File: src/rtl/exl_pkg.sv
// ----------------------------------------------------------------------------
// exl_pkg: shared types and constants of the expression lexer
// Beat types of both channels, lexer modes, token kinds, the operator
// characters and the operator-kind decode.
// ----------------------------------------------------------------------------
package exl_pkg;

	typedef struct packed {
		logic [7:0] char_in;
		logic       final_char;
	} char_beat_t;

	typedef struct packed {
		logic [4:0]  token_kind;
		logic [31:0] number_value;
		logic        number_overflow;
		logic [7:0]  first_char;
		logic [7:0]  second_char;
		logic        last_of_run;
	} token_t;

	typedef enum logic [1:0] {
		MODE_DEFAULT = 2'd0,
		MODE_OPER    = 2'd1,
		MODE_NUMBER  = 2'd2
	} lex_mode_t;

	// Lexer state apart from the number accumulator, whose width is a parameter.
	typedef struct packed {
		lex_mode_t  mode;
		logic [7:0] op_first;
		logic [7:0] op_second;
		logic [4:0] op_kind;
		logic       sat;
	} lex_state_t;

	localparam logic [4:0] KIND_UNKNOWN = 5'd0;
	localparam logic [4:0] KIND_ADD     = 5'd1;
	localparam logic [4:0] KIND_SUB     = 5'd2;
	localparam logic [4:0] KIND_MUL     = 5'd3;
	localparam logic [4:0] KIND_DIV     = 5'd4;
	localparam logic [4:0] KIND_LT      = 5'd5;
	localparam logic [4:0] KIND_LE      = 5'd6;
	localparam logic [4:0] KIND_GT      = 5'd7;
	localparam logic [4:0] KIND_GE      = 5'd8;
	localparam logic [4:0] KIND_ASSIGN  = 5'd9;
	localparam logic [4:0] KIND_EQ      = 5'd10;
	localparam logic [4:0] KIND_NOT     = 5'd11;
	localparam logic [4:0] KIND_NE      = 5'd12;
	localparam logic [4:0] KIND_OR      = 5'd13;
	localparam logic [4:0] KIND_AND     = 5'd14;
	localparam logic [4:0] KIND_LPAREN  = 5'd15;
	localparam logic [4:0] KIND_RPAREN  = 5'd16;
	localparam logic [4:0] KIND_NUMBER  = 5'd17;

	localparam logic [7:0] CH_PLUS   = 8'h2B;
	localparam logic [7:0] CH_MINUS  = 8'h2D;
	localparam logic [7:0] CH_STAR   = 8'h2A;
	localparam logic [7:0] CH_SLASH  = 8'h2F;
	localparam logic [7:0] CH_LT     = 8'h3C;
	localparam logic [7:0] CH_GT     = 8'h3E;
	localparam logic [7:0] CH_EQUAL  = 8'h3D;
	localparam logic [7:0] CH_BANG   = 8'h21;
	localparam logic [7:0] CH_PIPE   = 8'h7C;
	localparam logic [7:0] CH_AMP    = 8'h26;
	localparam logic [7:0] CH_LPAREN = 8'h28;
	localparam logic [7:0] CH_RPAREN = 8'h29;
	localparam logic [7:0] CH_ZERO   = 8'h30;
	localparam logic [7:0] CH_NINE   = 8'h39;

	function automatic logic [4:0] oper_kind(input logic [7:0] first, input logic [7:0] second);
		logic eq;
		eq = (second == CH_EQUAL);
		case (first)
			CH_PLUS:  oper_kind = KIND_ADD;
			CH_MINUS: oper_kind = KIND_SUB;
			CH_STAR:  oper_kind = KIND_MUL;
			CH_SLASH: oper_kind = KIND_DIV;
			CH_LT:    oper_kind = eq ? KIND_LE : KIND_LT;
			CH_GT:    oper_kind = eq ? KIND_GE : KIND_GT;
			CH_EQUAL: oper_kind = eq ? KIND_EQ : KIND_ASSIGN;
			CH_BANG:  oper_kind = eq ? KIND_NE : KIND_NOT;
			CH_PIPE:  oper_kind = KIND_OR;
			CH_AMP:   oper_kind = KIND_AND;
			default:  oper_kind = KIND_UNKNOWN;
		endcase
	endfunction

endpackage

File: src/rtl/exl_step.sv
// ----------------------------------------------------------------------------
// exl_step: next-state and token logic of the expression lexer
// Takes one registered character and the lexer state, returns the next state
// and up to two tokens in order.
// ----------------------------------------------------------------------------
module exl_step #(
	parameter int NUMBER_WIDTH = 32
) (
	input  exl_pkg::char_beat_t      beat,
	input  exl_pkg::lex_state_t      st,
	input  logic [NUMBER_WIDTH-1:0]  acc,
	output exl_pkg::lex_state_t      st_nxt,
	output logic [NUMBER_WIDTH-1:0]  acc_nxt,
	output exl_pkg::token_t          tok0,
	output exl_pkg::token_t          tok1,
	output logic [1:0]               tok_count
);
	import exl_pkg::*;

	localparam int VW = (NUMBER_WIDTH > 32) ? NUMBER_WIDTH : 32;
	localparam int PW = NUMBER_WIDTH + 4;

	function automatic logic is_oper(input logic [7:0] c);
		is_oper = (c == CH_PLUS) || (c == CH_MINUS) || (c == CH_STAR) ||
			(c == CH_SLASH) || (c == CH_LT) || (c == CH_GT) || (c == CH_EQUAL) ||
			(c == CH_BANG) || (c == CH_PIPE) || (c == CH_AMP);
	endfunction

	function automatic logic is_digit(input logic [7:0] c);
		is_digit = (c >= CH_ZERO) && (c <= CH_NINE);
	endfunction

	always_comb begin
		logic [7:0]    c;
		logic          do_dflt;
		logic          emit_pend;
		logic          paren_hit;
		logic          fin_hit;
		token_t        pend;
		token_t        paren;
		token_t        fin_tok;
		logic [PW-1:0] grown;
		logic [VW-1:0] acc_ext;
		logic [VW-1:0] nacc_ext;

		c         = beat.char_in;
		st_nxt    = st;
		acc_nxt   = acc;
		do_dflt   = 1'b0;
		emit_pend = 1'b0;
		paren_hit = 1'b0;
		paren     = '0;

		// acc * 10 + digit, four guard bits catch the overflow.
		grown   = (PW'(acc) << 3) + (PW'(acc) << 1) + PW'(c[3:0]);
		acc_ext = VW'(acc);

		// Token for whatever is pending before this character.
		pend = '0;
		if (st.mode == MODE_OPER) begin
			pend.token_kind  = st.op_kind;
			pend.first_char  = st.op_first;
			pend.second_char = st.op_second;
		end else begin
			pend.token_kind      = KIND_NUMBER;
			pend.number_value    = acc_ext[31:0];
			pend.number_overflow = st.sat;
		end

		unique case (st.mode)
			MODE_OPER: begin
				if (is_oper(c)) begin
					st_nxt.op_second = c;
					st_nxt.op_kind   = oper_kind(st.op_first, c);
				end else begin
					emit_pend = 1'b1;
					do_dflt   = 1'b1;
				end
			end
			MODE_NUMBER: begin
				if (is_digit(c)) begin
					if (st.sat || (grown[PW-1:NUMBER_WIDTH] != '0)) begin
						acc_nxt    = '1;
						st_nxt.sat = 1'b1;
					end else begin
						acc_nxt = grown[NUMBER_WIDTH-1:0];
					end
				end else begin
					emit_pend = 1'b1;
					do_dflt   = 1'b1;
				end
			end
			default: begin
				do_dflt = 1'b1;
			end
		endcase

		// The character that ended a token is handled again from default mode.
		if (do_dflt) begin
			st_nxt.mode = MODE_DEFAULT;
			if (is_oper(c)) begin
				st_nxt.op_first  = c;
				st_nxt.op_second = '0;
				st_nxt.op_kind   = oper_kind(c, '0);
				st_nxt.mode      = MODE_OPER;
			end else if (is_digit(c)) begin
				acc_nxt     = NUMBER_WIDTH'(c[3:0]);
				st_nxt.sat  = 1'b0;
				st_nxt.mode = MODE_NUMBER;
			end else if (c == CH_LPAREN) begin
				paren_hit        = 1'b1;
				paren.token_kind = KIND_LPAREN;
				paren.first_char = c;
			end else if (c == CH_RPAREN) begin
				paren_hit        = 1'b1;
				paren.token_kind = KIND_RPAREN;
				paren.first_char = c;
			end
		end

		// On the final character the token left pending is flushed.
		nacc_ext = VW'(acc_nxt);
		fin_tok  = '0;
		if (st_nxt.mode == MODE_OPER) begin
			fin_tok.token_kind  = st_nxt.op_kind;
			fin_tok.first_char  = st_nxt.op_first;
			fin_tok.second_char = st_nxt.op_second;
		end else begin
			fin_tok.token_kind      = KIND_NUMBER;
			fin_tok.number_value    = nacc_ext[31:0];
			fin_tok.number_overflow = st_nxt.sat;
		end
		fin_hit = beat.final_char && (st_nxt.mode != MODE_DEFAULT);
		if (beat.final_char) begin
			st_nxt.mode = MODE_DEFAULT;
		end

		tok0      = '0;
		tok1      = '0;
		tok_count = 2'd0;
		if (emit_pend) begin
			tok0      = pend;
			tok_count = 2'd1;
		end
		if (paren_hit) begin
			if (tok_count == 2'd0) begin
				tok0 = paren;
			end else begin
				tok1 = paren;
			end
			tok_count = tok_count + 2'd1;
		end
		if (fin_hit) begin
			if (tok_count == 2'd0) begin
				tok0 = fin_tok;
			end else begin
				tok1 = fin_tok;
			end
			tok_count = tok_count + 2'd1;
		end
		if (tok_count == 2'd1) begin
			tok0.last_of_run = 1'b1;
		end
		if (tok_count == 2'd2) begin
			tok1.last_of_run = 1'b1;
		end
	end

endmodule

File: src/rtl/exl_queue.sv
// ----------------------------------------------------------------------------
// exl_queue: four-entry token queue in front of the output channel
// Takes up to two tokens a cycle, hands out one token a cycle while tok_ready is high.
// ----------------------------------------------------------------------------
module exl_queue (
	input  logic            clk,
	input  logic            arst_n,
	input  exl_pkg::token_t push_tok0,
	input  exl_pkg::token_t push_tok1,
	input  logic [1:0]      push_count,
	output logic            room,
	output logic [2:0]      fill,
	output logic            tok_valid,
	input  logic            tok_ready,
	output exl_pkg::token_t tok_beat
);
	import exl_pkg::*;

	token_t     entry_q [4];
	logic [1:0] wr_ptr_q;
	logic [1:0] rd_ptr_q;
	logic [2:0] fill_q;
	logic       pop;

	assign pop       = tok_valid && tok_ready;
	assign tok_valid = (fill_q != 3'd0);
	assign tok_beat  = entry_q[rd_ptr_q];
	assign room      = (fill_q <= 3'd2);
	assign fill      = fill_q;

	always_ff @(posedge clk or negedge arst_n) begin
		if (!arst_n) begin
			wr_ptr_q <= '0;
			rd_ptr_q <= '0;
			fill_q   <= '0;
		end else begin
			wr_ptr_q <= wr_ptr_q + push_count;
			rd_ptr_q <= rd_ptr_q + 2'(pop);
			fill_q   <= fill_q + 3'(push_count) - 3'(pop);
		end
	end

	always_ff @(posedge clk) begin
		if (push_count != 2'd0) begin
			entry_q[wr_ptr_q] <= push_tok0;
		end
		if (push_count == 2'd2) begin
			entry_q[wr_ptr_q + 2'd1] <= push_tok1;
		end
	end

endmodule

File: src/rtl/expression_lexer.sv
// ----------------------------------------------------------------------------
// expression_lexer: arithmetic expression tokenizer
// Turns a stream of source bytes into operator, parenthesis and number
// tokens, one byte per cycle while the token queue has room.
// ----------------------------------------------------------------------------
//
//   channel  | direction | beat type   | handshake
//   ---------+-----------+-------------+------------------------
//   char     | in        | char_beat_t | char_valid / char_ready
//   tok      | out       | token_t     | tok_valid / tok_ready
//
// A byte is registered on acceptance and handled, once the queue has room, by
// one pass of the lexer logic, which writes zero, one or two tokens into a
// four-entry token queue; the first token can leave in the cycle after that.
// One byte is taken every cycle while the queue keeps room for two tokens.
// The queue drains one token a cycle while tok_ready is high, so a byte
// that yields two tokens can stall the input in a sustained stream.
// Reset returns the lexer to default mode with an empty queue and a zero
// accumulator. A stall on tok_ready fills the queue and then holds off
// further bytes; nothing is dropped.
module expression_lexer #(
	parameter int NUMBER_WIDTH = 32
) (
	input  logic                clk,
	input  logic                arst_n,
	input  logic                char_valid,
	output logic                char_ready,
	input  exl_pkg::char_beat_t char_beat,
	output logic                tok_valid,
	input  logic                tok_ready,
	output exl_pkg::token_t     tok_beat
);
	import exl_pkg::*;

	// Input register stage.
	char_beat_t beat_s1;
	logic       valid_s1;

	// Lexer state: mode, pending operator and the decimal accumulator.
	lex_state_t              st_q;
	logic [NUMBER_WIDTH-1:0] acc_q;

	lex_state_t              st_nxt;
	logic [NUMBER_WIDTH-1:0] acc_nxt;
	token_t                  tok0;
	token_t                  tok1;
	logic [1:0]              tok_count;
	logic [1:0]              push_count;
	logic                    room;
	logic [2:0]              fill;
	logic                    fire;
	logic                    char_accept;

	// The registered byte is consumed once the queue can hold both of the
	// tokens it might produce.
	assign fire        = valid_s1 && room;
	assign char_ready  = !valid_s1 || fire;
	assign char_accept = char_valid && char_ready;
	assign push_count  = fire ? tok_count : 2'd0;

	always_ff @(posedge clk or negedge arst_n) begin
		if (!arst_n) begin
			valid_s1 <= 1'b0;
			st_q     <= '{mode: MODE_DEFAULT, default: '0};
			acc_q    <= '0;
		end else begin
			if (char_ready) begin
				valid_s1 <= char_valid;
			end
			if (fire) begin
				st_q  <= st_nxt;
				acc_q <= acc_nxt;
			end
		end
	end

	// Byte payload needs no reset; it is qualified by valid_s1.
	always_ff @(posedge clk) begin
		if (char_accept) begin
			beat_s1 <= char_beat;
		end
	end

	exl_step #(
		.NUMBER_WIDTH(NUMBER_WIDTH)
	) u_step (
		.beat      (beat_s1),
		.st        (st_q),
		.acc       (acc_q),
		.st_nxt    (st_nxt),
		.acc_nxt   (acc_nxt),
		.tok0      (tok0),
		.tok1      (tok1),
		.tok_count (tok_count)
	);

	exl_queue u_queue (
		.clk        (clk),
		.arst_n     (arst_n),
		.push_tok0  (tok0),
		.push_tok1  (tok1),
		.push_count (push_count),
		.room       (room),
		.fill       (fill),
		.tok_valid  (tok_valid),
		.tok_ready  (tok_ready),
		.tok_beat   (tok_beat)
	);

	// The queue never holds more than its four entries.
	a_fill_bound: assert property (@(posedge clk) disable iff (!arst_n)
		fill <= 3'd4)
		else $error("token queue overfilled");

	// An accepted byte is waiting in the input stage on the next cycle.
	a_byte_held: assert property (@(posedge clk) disable iff (!arst_n)
		char_accept |=> valid_s1)
		else $error("accepted byte lost from input stage");

	// Handling the final byte always leaves the lexer in default mode.
	a_final_flush: assert property (@(posedge clk) disable iff (!arst_n)
		(fire && beat_s1.final_char) |=> (st_q.mode == MODE_DEFAULT))
		else $error("pending token not flushed on final byte");

	// A token taken with nothing pushed shrinks the queue by exactly one.
	a_pop_count: assert property (@(posedge clk) disable iff (!arst_n)
		(tok_valid && tok_ready && (push_count == 2'd0)) |=> (fill == $past(fill) - 3'd1))
		else $error("token queue count out of step");

endmodule
File: config.mk
export PLATFORM = sky130hd
export DESIGN_NAME = expression_lexer
export DESIGN_NICKNAME = d
export VERILOG_FILES = /design/src/rtl/exl_pkg.sv /design/src/rtl/exl_step.sv /design/src/rtl/exl_queue.sv /design/src/rtl/expression_lexer.sv
export SDC_FILE = /design/constraint.sdc
export NUM_CORES = 1
export LEC_CHECK = 0
export BUFFER_PORTS_ARGS = -buffer_cell sky130_fd_sc_hd__buf_2
export CAP_MARGIN = 30
export CORE_UTILIZATION = 40
export CTS_CLUSTER_SIZE = 16
export DETAILED_ROUTE_END_ITERATION = 8
export SETUP_SLACK_MARGIN = 0.15
export SLEW_MARGIN = 15
export SYNTH_ARGS = -nofsm -noshare
export SYNTH_HDL_FRONTEND = slang
export SYNTH_SLANG_ARGS = --single-unit
File: constraint.sdc
create_clock -name clk -period 9.74 [get_ports clk]
set_input_delay 0.974 -clock clk [delete_from_list [all_inputs] [get_ports clk]]
set_output_delay 0.974 -clock clk [all_outputs]
set_load 0.02 [all_outputs]
==> results.md, run 1 <==
* Status: finished clean
* Vias in the first global route at between 10k and 15k
* Vias/cell at between 6 and 7
* Resize count post-CTS at 0
* Post-Synthesis Net Count at 1624
* WS Path Type: flop to flop
* Setup slack after layout at approximately 3700 ps
* Antenna violations before repair at 6
* Cells after DPL at 2119
* Post-Layout Cell Count at approximately 2.2k
* Die area at around 45000 µm²
* Distinct cells, synth at between 80 and 90
* Buffers from clock root to sink, at most at 3
* Cell mode on critical path: inv_1
* Core Box Area at between 40000 and 50000 µm²
* CP max FO at 16
* XOR/XNOR share of the synthesized area at approximately 1.6%
* Top cell type's share of synthesized area at between 30% and 40%
* Adder-cell area share of the yosys netlist at under 10%
* Fin crit share at between 60% and 70%
* Clk pin slew, worst setup/hold paths at 70 ps
* Arr. time, crit path at 6490 ps
* Post-Place Setup Slack at roughly 3800 ps
* Max-slew violations at 0
* Yosys warnings at 0
* Num CTS Buffers at 29
* Unrepaired setup endpoints after global routing: false
* Hold Path Class: input port to asynchronous set/reset pin
* Post-Syn Area at ~18000 µm²
* DR iter-0 viols at 1563
* Compound-Gate Fraction of Synth Area at ~21%
* Cell area power density at 199 nW/µm²
* DRT Pass-1 Iters at 6
* P&R area growth vs syn at 10.4%
* Post-CTS Setup Bufs at 0
* Maxcap violations at 0
* Clk sinks at just under 300
* Worst-case clock skew at roughly 14 ps
* Fin util at between 40% and 50%
* CP top delay family: compound AO/OA/AOI/OAI gates
* Max frequency at roughly 160 MHz
* DR vias at 13.7k
* Post-synthesis async set-or-reset flop share at 21.8%
* Die Width at between 200 and 250 µm
* Gr ovfl total at 0
* Post-route ant nets at 0
* Worst Setup End Kind: flop
* Most frequent cell after synthesis: edfxtp_1
* Largest area contributor in the netlist: edfxtp_1
* Cell breakdown of the critical path: nor3b_4, and2_1, o311ai_2, and3_1, o21ai_0, inv_1, ha_1, inv_1, or4_1, a211oi_4, buf_4, a21oi_2, o22ai_2, a22o_1
* Root Driver: clkbuf_16
* Worst endpoint required time at around 10000 ps
* Seq/Total Area, Yosys at around 48%
* Flops & latches, synth at a little under 300
* Syn Inst Count at approximately 1.5k
* Mux cell area share after synthesis at between 10% and 20%
* Avg Synthesized Cell Area at around 12 µm²
* Crit path depth at 14
* Detailed-route DRC error count at 0
* Total wire length at ~52 mm
* DR WL/cell at approximately 24 µm
* Min Clock Period, post-route at between 6000 and 7000 ps
* Slew margin rel. at between 30% and 40%
* Setup TNS at 0 ps
* Reg2Reg Depth at 14
* Largest net degree at the start of global routing at 65
* Filler cells at between 4k and 5k
* Routability cong. at 0.892
* CP Buf/Inv Count at 3
* EDFF count, synth at 229
* Hold Buf Count CTS at 0
* Max H-tree Level at 1
* First-pass GRT wire length at slightly below 80 mm
* Largest family of logic cells by synthesized area: compound AO/OA/AOI/OAI gates
* Most used DFF post-synth: edfxtp_1
* Least-Margin Pin Slew at roughly 1000 ps
* I/O pin count at 70
* Starting Density at just over 40%
* DP HPWL at 35.9 mm
* Share of layout cells above drive strength 1 at between 15 and 20%
* Crit-path max cell delay at between 700 and 800 ps
* Die Y at 212 µm
* Final count of hold timing violations at 0
* Post-Synth Simple-Gate Area at 10.6%
* Setup-failing EPs final at 0
* Worst VDD drop at 111 µV
* P_leak at around 0.0076 µW
* Row cnt at 76
* Top post-synthesis cells by area: edfxtp_1, dfrtp_1, mux4_2, ha_1, nand2_1
* Critical path's slowest cell: or4_1
* Total GRT Usage at between 20% and 30%
* Worst-Skew Late Latency at between 500 and 600 ps
* Port bufs at slightly below 70
* Synth cell count leaders: edfxtp_1, nand2_1, nor2_1, a21oi_1, o21ai_0
* CP startpoint kind: flop
* Final #Nets at approximately 1.7k
* CTS tree: yes
per-layer routing:
metal / vias to the layer above / track usage (%) / part of all wire (%)
li1: 6154 / - / -
met1: 6767 / 33.6 / 45
met2: 651 / 34.0 / 44
met3: 76 / 4.98 / 9.4
met4: 4 / 6.65 / 2.2
met5: - / 0 / 0.050
power breakdown:
part           switching [µW]  internal [µW]
clock network             477            579
logic                     800            467
registers                 134           1430
metrics by stage:
step,total power [µW],hold slack [ps],instance area (µm²)
2_1_floorplan,2440,463,17700
5_1_grt,4050,354,19500
6_report,3890,345,19500
3_5_place_dp,2850,450,18600
3_3_place_gp,2840,448,18600
4_1_cts,3900,461,19500
final timing paths:
check | startpoint | endpoint | slack (ps)
worst max-delay path | beat_s1[7] | u_queue.entry_q[2][30] | 3670
worst min-delay path | arst_n | acc_q[31] | 340
worst max register to register | beat_s1[7] | u_queue.entry_q[2][30] | 3670
worst min register to register | u_queue.rd_ptr_q[1] | u_queue.rd_ptr_q[1] | 460
max in group asynchronous | arst_n | u_queue.rd_ptr_q[0] | 8810
min in group clk | u_queue.rd_ptr_q[1] | u_queue.rd_ptr_q[1] | 460
sequential cells by signal (all words and copies together) (netlist names):
register / flops
acc_q: 32
u_queue.wr_ptr_q: 2
st_q: 24
valid_s1: 1
u_queue.fill: 3
u_queue.entry_q: 220
beat_s1: 9
u_queue.rd_ptr_q: 2
worst register-to-register path, delay by kind of cell, from the launching register on:
kind / cells / cell delay [ps]
buffers and inverters: 3 / 830
adder cells (fa/ha/maj): 1 / 470
flip-flops: 1 / 540
AND/OR/NAND/NOR: 4 / 1800
AO/OA/AOI/OAI: 6 / 2290
placed cells by master (no fill, tap or decap), drive strengths merged, types with 7 or more instances in the layout:
master and count:
a211o 7, a211oi 17, a21o 11, a21oi 80
a22o 53, a31oi 12, a32o 37, a32oi 10
and2 13, and3 11, buf 97, clkbuf 39
clkinv 14, dfrtp 64, edfxtp 229, ha 72
inv 34, mux2 29, mux2i 32, mux4 55
nand2 156, nand2b 24, nand3 22, nand4 11
nor2 90, nor2b 8, nor3 23, o211a 8
o211ai 10, o21a 11, o21ai 81, o22ai 72
o31ai 16, o32ai 19, or3 11, xnor2 19
xor2 14
kinds of logic (layout without fill, tap and decap cells):
group	count (synthesis)	after routing
other	0	3
DFF	293	293
xor gates and xnor gates	33	33
muxes	116	116
buffers and inverters	132	187
adders and majority gates	75	75
and+or+nand+nor	395	395
AOI/OAI and AO/OA	492	492
area by class of cell:
type                            count  area [µm²]  share of cell area (%)
Antenna cell                        3        7.51                  0.0385
Tap cell                          585         732                    3.75
Sequential cell                   293        8480                    43.5
Multi-Input combinational cell   1111        8690                    44.5
Timing Repair Buffer              100         596                    3.05
Inverter                           34         128                   0.654
Clock buffer                       36         762                    3.91
Clock inverter                     17         111                   0.571
Note: power is estimated with default switching activity, not from simulation.
==> run 2, diff against run 1 <==
clock period = 6.2 ns   (was 9.74 ns; I/O delays follow)
==> results.md, run 2 (synthesis results as in run 1) <==
* Status: finished clean
* DR vias at 13.6k (-0.10%)
* Die area at 45000 µm² (unchanged)
* Post-CTS Setup Bufs at 0 (unchanged)
* Root Driver: clkbuf_16
* Setup TNS at 0 ps (unchanged)
* Metal3 WL at 3.85 mm (-21%)
* Worst VDD drop at 203 µV (+83%)
* Buffers from clock root to sink, at most at 3 (unchanged)
* Die Width at 212 µm (unchanged)
* Vias/cell at 6.23 (-0.60%)
* Most flops, register: u_queue.entry_q
* P_leak at 0.00778 µW (+1.7%)
* Crit-path max cell delay at 780 ps (about the same)
* Worst Setup End Kind: flop
* Clk pin slew, worst setup/hold paths at 60 ps (about the same)
* I/O pin count at 70 (unchanged)
* Detailed-route DRC error count at 0 (unchanged)
* P&R area growth vs syn at 11.9%
* Most common cell after layout, fill and taps aside: edfxtp_1
* Cell breakdown of the critical path: nor3b_4, and2_1, o311ai_2, and3_1, o21ai_0, inv_1, ha_1, inv_1, or4_1, a211o_1, o21ai_4, buf_4
* WS Path Type: flop to flop
* Commonest cells after routing, fill and taps aside: edfxtp_1, nand2_1, nor2_1
* Fin util at 45.6% (+0.60 points)
* Total power at 6300 µW (+62%)
* Worst-Skew Late Latency at 580 ps (+20 ps)
* Filler cells at 3978 (-0.70%)
* Num CTS Buffers at 30 (+3.4%)
* CTS tree: yes
* Row cnt at 76 (unchanged)
* Maxcap violations at 0 (unchanged)
* Multi-input gate area at 8690 µm² (unchanged)
* WL met1 at 23.7 mm (+2.4%)
* Routability cong. at 0.894 (+0.18%)
* CP top delay family: simple AND/OR/NAND/NOR gates
* Clk sinks at 293 (unchanged)
* Antenna violations before repair at 3 (-3)
* Cell area power density at 319 nW/µm² (+60%)
* DRT Pass-1 Iters at 5 (-1)
* Cell mode on critical path: inv_1
* Min Clock Period, post-route at 5620 ps (-455 ps)
* Worst-case clock skew at 17.6 ps (+3.82 ps)
* Post-route ant nets at 0 (unchanged)
* Final #Nets at 1669 (+0.72%)
* Vias in the first global route at 13.1k (+0.34%)
* CP startpoint kind: flop
* Share of layout cells above drive strength 1 at 17.6% (+0.74 points)
* Max H-tree Level at 1 (unchanged)
* CP Buf/Inv Count at 3 (unchanged)
* Total GRT Usage at 23.0% (about the same)
* Fin crit share at 90.6% (+28 points)
* CP max FO at 21 (+5)
* Max Used Layer: met5
* Core Box Area at 43400 µm² (unchanged)
* Least-Margin Pin Slew at 974 ps (-51.0 ps)
* Total wire length at 51.5 mm (-0.53%)
* Hold Path Class: input port to flop
* Final count of hold timing violations at 0 (unchanged)
* DR WL/cell at 23.5 µm (-1.0%)
* DR iter-0 viols at 1595 (+2.0%)
* Resize count post-CTS at 0 (unchanged)
* Port bufs at 69 (unchanged)
* Sequential Area at 8480 µm² (unchanged)
* Largest net degree at the start of global routing at 65 (unchanged)
* Worst endpoint required time at 6460 ps (-3700 ps)
* Setup-failing EPs final at 0 (unchanged)
* Unrepaired setup endpoints after global routing: false
* Arr. time, crit path at 5870 ps (-620 ps)
* First-pass GRT wire length at 78.7 mm (+0.24%)
* Gr ovfl total at 0 (unchanged)
* Starting Density at 40.7% (unchanged)
* DP HPWL at 36.1 mm (+0.51%)
* Critical path's slowest cell: or4_1
* Max reg flops at 220 (unchanged)
* Detail Route met2 WL at 22.6 mm (+0.28%)
* Slew margin rel. at 34.1% (+2.5 points)
* Largest registers: u_queue.entry_q x220, acc_q x32, st_q x24
* Die Y at 212 µm (unchanged)
* Max frequency at 178 MHz (+8.1%)
* Max-slew violations at 0 (unchanged)
run 2: cell count changes in the layout (fill, tap and decap cells not counted), moves of 2 or more:
cell | before | now
clkbuf_16 | 29 | 31
buf_6 | 2 | 0
diode_2 | 3 | 1
clkbuf_1 | 6 | 1
clkinv_2 | 5 | 7
buf_12 | 0 | 5
bufinv_16 | 1 | 4
buf_4 | 24 | 34
clkinv_1 | 7 | 10
clkbuf_2 | 3 | 1
run 2: final timing paths:
check	depth (start not counted)	slack [ps]	to	from
setup / recovery	12	580	u_queue.entry_q[2][9]	beat_s1[7]
setup reg to reg	12	580	u_queue.entry_q[2][9]	beat_s1[7]
min in group asynchronous	3	500	acc_q[24]	arst_n
hold reg to reg	2	510	st_q[12]	st_q[12]
hold / removal	1	230	beat_s1[3]	char_beat[3]
max in group asynchronous	4	5140	u_queue.rd_ptr_q[0]	arst_n
run 2: metal layers:
metal,vias up,global-route usage (%)
met5,-,0
met4,2,6.60
met3,81,3.15
met2,572,34.2
met1,6812,34.6
li1,6171,-
run 2: area by class of cell:
type	instances	area share [%]
Timing Repair Buffer	111	3.76
Sequential cell	293	42.9
Inverter	34	0.646
Multi-Input combinational cell	1111	44.0
Clock inverter	23	1.06
Antenna cell	1	0.0127
Tap cell	585	3.70
Clock buffer	32	3.94
run 2: report_power, final:
| part | total [µW] | internal, µW | leakage, µW | switching, µW |
|---|---|---|---|---|
| sequential | 2520 | 2250 | 0.00307 | 272 |
| combinational | 1940 | 749 | 0.00422 | 1190 |
| clock | 1850 | 1070 | 0.000491 | 780 |
| total | 6300 | 4060 | 0.00778 | 2240 |
run 2: worst reg2reg max path, delay by kind of cell (launching register included):
family	cells	cell delay, ps
DFF	1	550
buffers and inverters	3	790
and+or+nand+nor	4	1780
adders and majority gates	1	470
AOI/OAI and AO/OA	4	1710
run 2: through the flow:
| stage | setup WS, ps | cells | cell area, µm² | hold WS, ps |
|---|---|---|---|---|
| 3_3_place_gp | 822 | 2130 | 18700 | 486 |
| 3_5_place_dp | 585 | 2131 | 18700 | 499 |
| 5_1_grt | 260 | 2189 | 19800 | 209 |
| 6_report | 584 | 2190 | 19800 | 229 |
| 4_1_cts | 589 | 2186 | 19700 | 199 |
| 2_1_floorplan | 971 | 1536 | 17700 | 324 |
run 2: timing repair:
| item | CTS | global route |
|---|---|---|
| endpoints found under the setup margin | 0 | 0 |
| hold endpoints to repair | 0 | 5 |
| hold buffers | 0 | 1 |
